===== config.mk =====
export PLATFORM = sky130hd
export DESIGN_NAME = mmp_ram
export DESIGN_NICKNAME = d
export VERILOG_FILES = /design/src/design/assert_macros.svh /design/src/design/mmp_ram.sv
export SDC_FILE = /design/constraint.sdc
export NUM_CORES = 2
export LEC_CHECK = 0
export BUFFER_PORTS_ARGS = -buffer_cell sky130_fd_sc_hd__buf_2
export CAP_MARGIN = 10
export CORE_MARGIN = 1.5
export CORE_UTILIZATION = 30
export CTS_BUF_LIST = sky130_fd_sc_hd__clkbuf_16
export CTS_CLUSTER_DIAMETER = 60
export DETAILED_ROUTE_END_ITERATION = 10
export PLACE_DENSITY = 0.49
export SKIP_LAST_GASP = 1
export SYNTH_ARGS = -nofsm -noshare
export SYNTH_HDL_FRONTEND = slang
export SYNTH_SLANG_ARGS = --single-unit
export TNS_END_PERCENT = 1

===== constraint.sdc =====
create_clock -name clk_i -period 4.55 [get_ports clk_i]
set_input_delay 0.455 -clock clk_i [delete_from_list [all_inputs] [get_ports clk_i]]
set_output_delay 0.455 -clock clk_i [all_outputs]
set_load 0.02 [all_outputs]

===== src/design/assert_macros.svh =====
// Assertion macros used by the top-level RTL file.
`ifndef ASSERT_MACROS_SVH
`define ASSERT_MACROS_SVH
`ifndef NO_ASSERTIONS
// Property that must hold at every clock edge outside reset.
`define MMP_ASSERT(label, clk, rst_n, prop) \
  label: assert property (@(posedge clk) disable iff (!rst_n) (prop)) else $error("%m failed");
// Condition that must never be true outside reset.
`define MMP_NEVER(label, clk, rst_n, cond) \
  label: assert property (@(posedge clk) disable iff (!rst_n) !(cond)) else $error("%m failed");
`else
`define MMP_ASSERT(label, clk, rst_n, prop)
`define MMP_NEVER(label, clk, rst_n, cond)
`endif
`endif


===== src/design/mmp_ram.sv =====
// Generic single-port-write, single-port-read RAM with registered read.
`default_nettype none
module mmp_ram #(
  parameter int unsigned WIDTH = 31,
  parameter int unsigned DEPTH = 64
) (
  input  wire logic                                    clk_i,
  input  wire logic                                    we_i,
  input  wire logic [((DEPTH > 1) ? $clog2(DEPTH) : 1)-1:0] waddr_i,
  input  wire logic [WIDTH-1:0]                        wdata_i,
  input  wire logic [((DEPTH > 1) ? $clog2(DEPTH) : 1)-1:0] raddr_i,
  output logic      [WIDTH-1:0]                        rdata_o
);
  logic [WIDTH-1:0] mem_q [DEPTH];

  always_ff @(posedge clk_i) begin
    if (we_i) begin
      mem_q[waddr_i] <= wdata_i;
    end
    rdata_o <= mem_q[raddr_i];
  end
endmodule
`default_nettype wire


Word level (Yosys, flattened, before mapping):

Memories as Yosys holds them, arrays and structs flattened. A register that Yosys moved wholly into a read port is not among the register bits.
Cells that the tools add are included.

* add/subtract/negate cells: 0
* $mul: 0
* divide/modulo/power cells: 0
* magnitude comparators: 0
* eq/ne operators: 0
* shift-type cells: 0
* mux-type cells: 2
* bitwise logic cells: 0
* reduce and logical (&&, ||, !) cells: 0

Operator list (count)
* $mux W1: 2

* register bits: 0
* latch bits: 0
* RAM bits: 1984
* bits in read-only memories: 0
* input port bits: 45
* output and inout bits: 31
* word-level logic and storage cells: 3
* memories: 1

Memory list
* mem_q: words 64, width 31, rd ports 1, clocked after Yosys merged registers in 1, write ports 1, line mmp_ram.sv:14 `logic [WIDTH-1:0] mem_q [DEPTH];`

Longest topological paths before layout:

* depth after elaboration: 2
* mapped depth: 10
* gate-level depth less buffers: 5

Worst setup path after synthesis:

No wires, ideal clock.

* kind: in2reg
* start point: input port waddr_i[3] (netlist bit)
* end point: memory mem_q[48][0] (enable)
* library setup time: 458 ps
* arrival time: 3087 ps
* data required time: 4092 ps
* path slack: 1006 ps
* stages on the path: 4
* path buffers: 1
* cell sequence: clkbuf_1 nor2b_1 nand4b_1 nor3_1

RTL lines
* from (decl): line mmp_ram.sv:9 `input wire logic [((DEPTH > 1) ? $clog2(DEPTH) : 1)-1:0] waddr_i,`
* to (decl): line mmp_ram.sv:14

Straight into the memory's write port.

==> run metrics <==
post-synthesis cell count=approximately 3400; maxcap violations=0; WS Path Type=in2reg; worst vdd ir=0.000350 V; clock latency on the worst-skew pair=between 0.8 and 0.9 ns; final WL=~210 mm; vias in the first global route=36800; Port Buf Inserts=75; Synth Cell Area=about 76000 um^2; post-cts resize count=0; layout cells sized above 1=0.266; gr usage total=0.164; DR WL/cell=around 30 um; Avg Cell Area, Syn=between 20 and 25 um^2; Setup violations, final=0; clock sink count=2015; Slew Viols, Final=0; critical path launch point=raddr_i[0]; io pins=76; worst hold start=wdata_i[8]; CP Launch Type=input port; Area growth syn-to-layout=16.3%; initial antenna violation count=25; die height=roughly 500 um; Setup TNS=0 ns; Nets=approximately 3700; placement-stage cell area=between 80000 and 90000 um^2; GP Congestion=around 0.75; full die area=~260000 um^2; unrepaired setup endpoints after global routing=false; sequential area share after synthesis=0.789; Residual DRC=0; Final Hold Viols=0; Pleak=0.0281 uW; CTS Buffer Depth=3; Yosys cell types=33; Detailed Routing Iterations Pass 1=5; syn_nets=3463; first-pass GRT wire length=295 mm; DRT iter0 DRCs=between 3000 and 4000; CTS clk-pin slew, worst paths=~0.06 ns; FF-to-FF Start=mem_q[63][19]; pwr dens=roughly 440 nW/um^2; Hold Crit Class=in2reg; CTS root buffer=clkbuf_16; Req. time, crit path=5.25 ns; via count=36400; max frequency=375 MHz; largest net degree at the start of global routing=118; Worst setup EP type=register; Finished Cell Area=88700 um^2; final period utilization=0.586; status=completed; routed vias/inst=5.03; Die Wd=between 500 and 600 um; clock skew=approximately 0.044 ns; Synth Warn #=0; clock period minus worst slack=~2.7 ns; CTS tree=built; Rows=184; Post-DP HPWL=124 mm; Crit Path Max Fanout=between 40 and 50; synthesized flop and latch total=roughly 2000; Worst Tran Pin Value=~1.2 ns; core region area=roughly 250000 um^2; Starting Density=0.303; max_slew headroom=0.202; number of routed nets with antenna violations=0; Crit path arrival time=~3.4 ns; fillers=~23000; global route overflow=0; htree depth=4; Num CTS Buffers=about 200
## synth_stat cells
cell type	count	area [um^2]
o21ai_0	52	260
o22ai_1	85	532
and2_1	1	6.26
or2_2	1	6.26
buf_1	12	45.0
a21o_1	26	195
edfxtp_1	1984	59600
mux4_2	403	9080
nand3b_1	5	37.5
o31ai_1	26	195
and3_1	26	163
nand2b_1	5	31.3
nand2_1	10	37.5
nand3_1	6	30.0
a21oi_1	2	10.0
buf_4	24	180
mux2i_1	295	2950
buf_2	78	390
dfxtp_1	31	621
buf_6	2	22.5
a311oi_1	2	17.5
a31oi_1	52	325
nand4_1	2	12.5
nor2b_1	6	37.5
nor3_1	7	35.0
mux2_2	7	78.8
nor2_1	77	289
a211oi_1	3	22.5
nand4b_1	1	8.76
clkbuf_1	79	297
or3b_2	3	26.3
a22oi_1	104	781
or3_1	1	6.26
## per-stage QoR
stage,instances,total power [uW],hold WS [ns],setup WS (ns),utilization
4_1_cts,7217,39000,0.0501,1.76,0.352
6_report,7226,38600,0.0937,1.88,0.352
3_3_place_gp,6837,23100,0.791,0.903,0.326
5_1_grt,7220,39800,0.0596,1.72,0.352
2_1_floorplan,3418,22000,0.554,1.01,-
3_5_place_dp,6838,23100,0.793,0.859,0.327
## critical path: stages
cell and delay [ns]:
buf_8 0.44, buf_12 0.38, buf_12 0.35, mux4_2 0.55, mux4_2 0.48, nor2_1 0.48, nor3_1 0.09
## sequential cells by signal, summed over array words and instances (netlist names)
name,count
mem_q,1984
rdata_o,31
## path summary, 6_finish.rpt
path | endpoint | slack (ns) | depth (start not counted)
min | mem_q[10][8] | 0.09 | 1
max reg2reg | rdata_o[19] | 2.23 | 5
min reg2reg | rdata_o[13] | 0.78 | 4
max | rdata_o[25] | 1.88 | 7
## routing by layer
layer  wire length [um]  vias up  part of all wire  GRT usage
met4               4060        4             0.019     0.0353
met3              14700      252             0.069     0.0338
li1                   -    15100                 -          -
met1              93800    19800              0.44      0.232
met2             101000     1185              0.47      0.260
met5                 20        -          0.000094          0
## final cells by class
| class | instances | area, um^2 | share of cell area |
|---|---|---|---|
| tap | 3348 | 4190 | 0.0472 |
| sequential | 2015 | 60200 | 0.678 |
| clock buffer | 207 | 5180 | 0.0584 |
| timing repair buffer | 271 | 2270 | 0.0256 |
| multi-input combinational | 1208 | 15700 | 0.177 |
| clock inverter | 170 | 1180 | 0.0133 |
| antenna | 7 | 17.5 | 0.000197 |
## cells by family (layout without fill, tap and decap cells)
kind of cell           after synthesis  after routing  synth area share
AOI/OAI and AO/OA                  352            352            0.0306
and+or+nand+nor                    151            151           0.00953
DFF                               2015           2015             0.789
other                                0              7                 0
buffers and inverters              195            648            0.0122
muxes                              705            705             0.159
## layout by cell type, fill, tap and decap left out, types with 5 or more instances in the layout
master	n
mux2_2	7
a31oi_1	52
buf_4	163
inv_1	44
nor2_4	63
o22ai_1	85
clkinv_16	5
buf_12	31
a22oi_1	104
diode_2	7
nor3_1	5
dfxtp_1	31
bufinv_16	8
nand3b_1	5
o21ai_0	52
nor2_1	13
nand2_1	10
edfxtp_1	1984
buf_2	71
mux2i_1	295
clkinv_2	34
a21o_1	26
clkinv_1	61
mux4_2	403
clkbuf_16	207
nand3_1	6
and3_1	26
o31ai_1	22
## what timing repair did
item	CTS	global route
buffers inserted	0	0
endpoints found under the hold margin	20	11
hold buffers	2	1
## report_power, final
group | switching, uW | internal [uW] | leakage, uW
logic | 1330 | 689 | 0.00673
clock network | 7220 | 8740 | 0.00328
registers | 84.4 | 20600 | 0.0181
(Power assumes the default switching activity.)
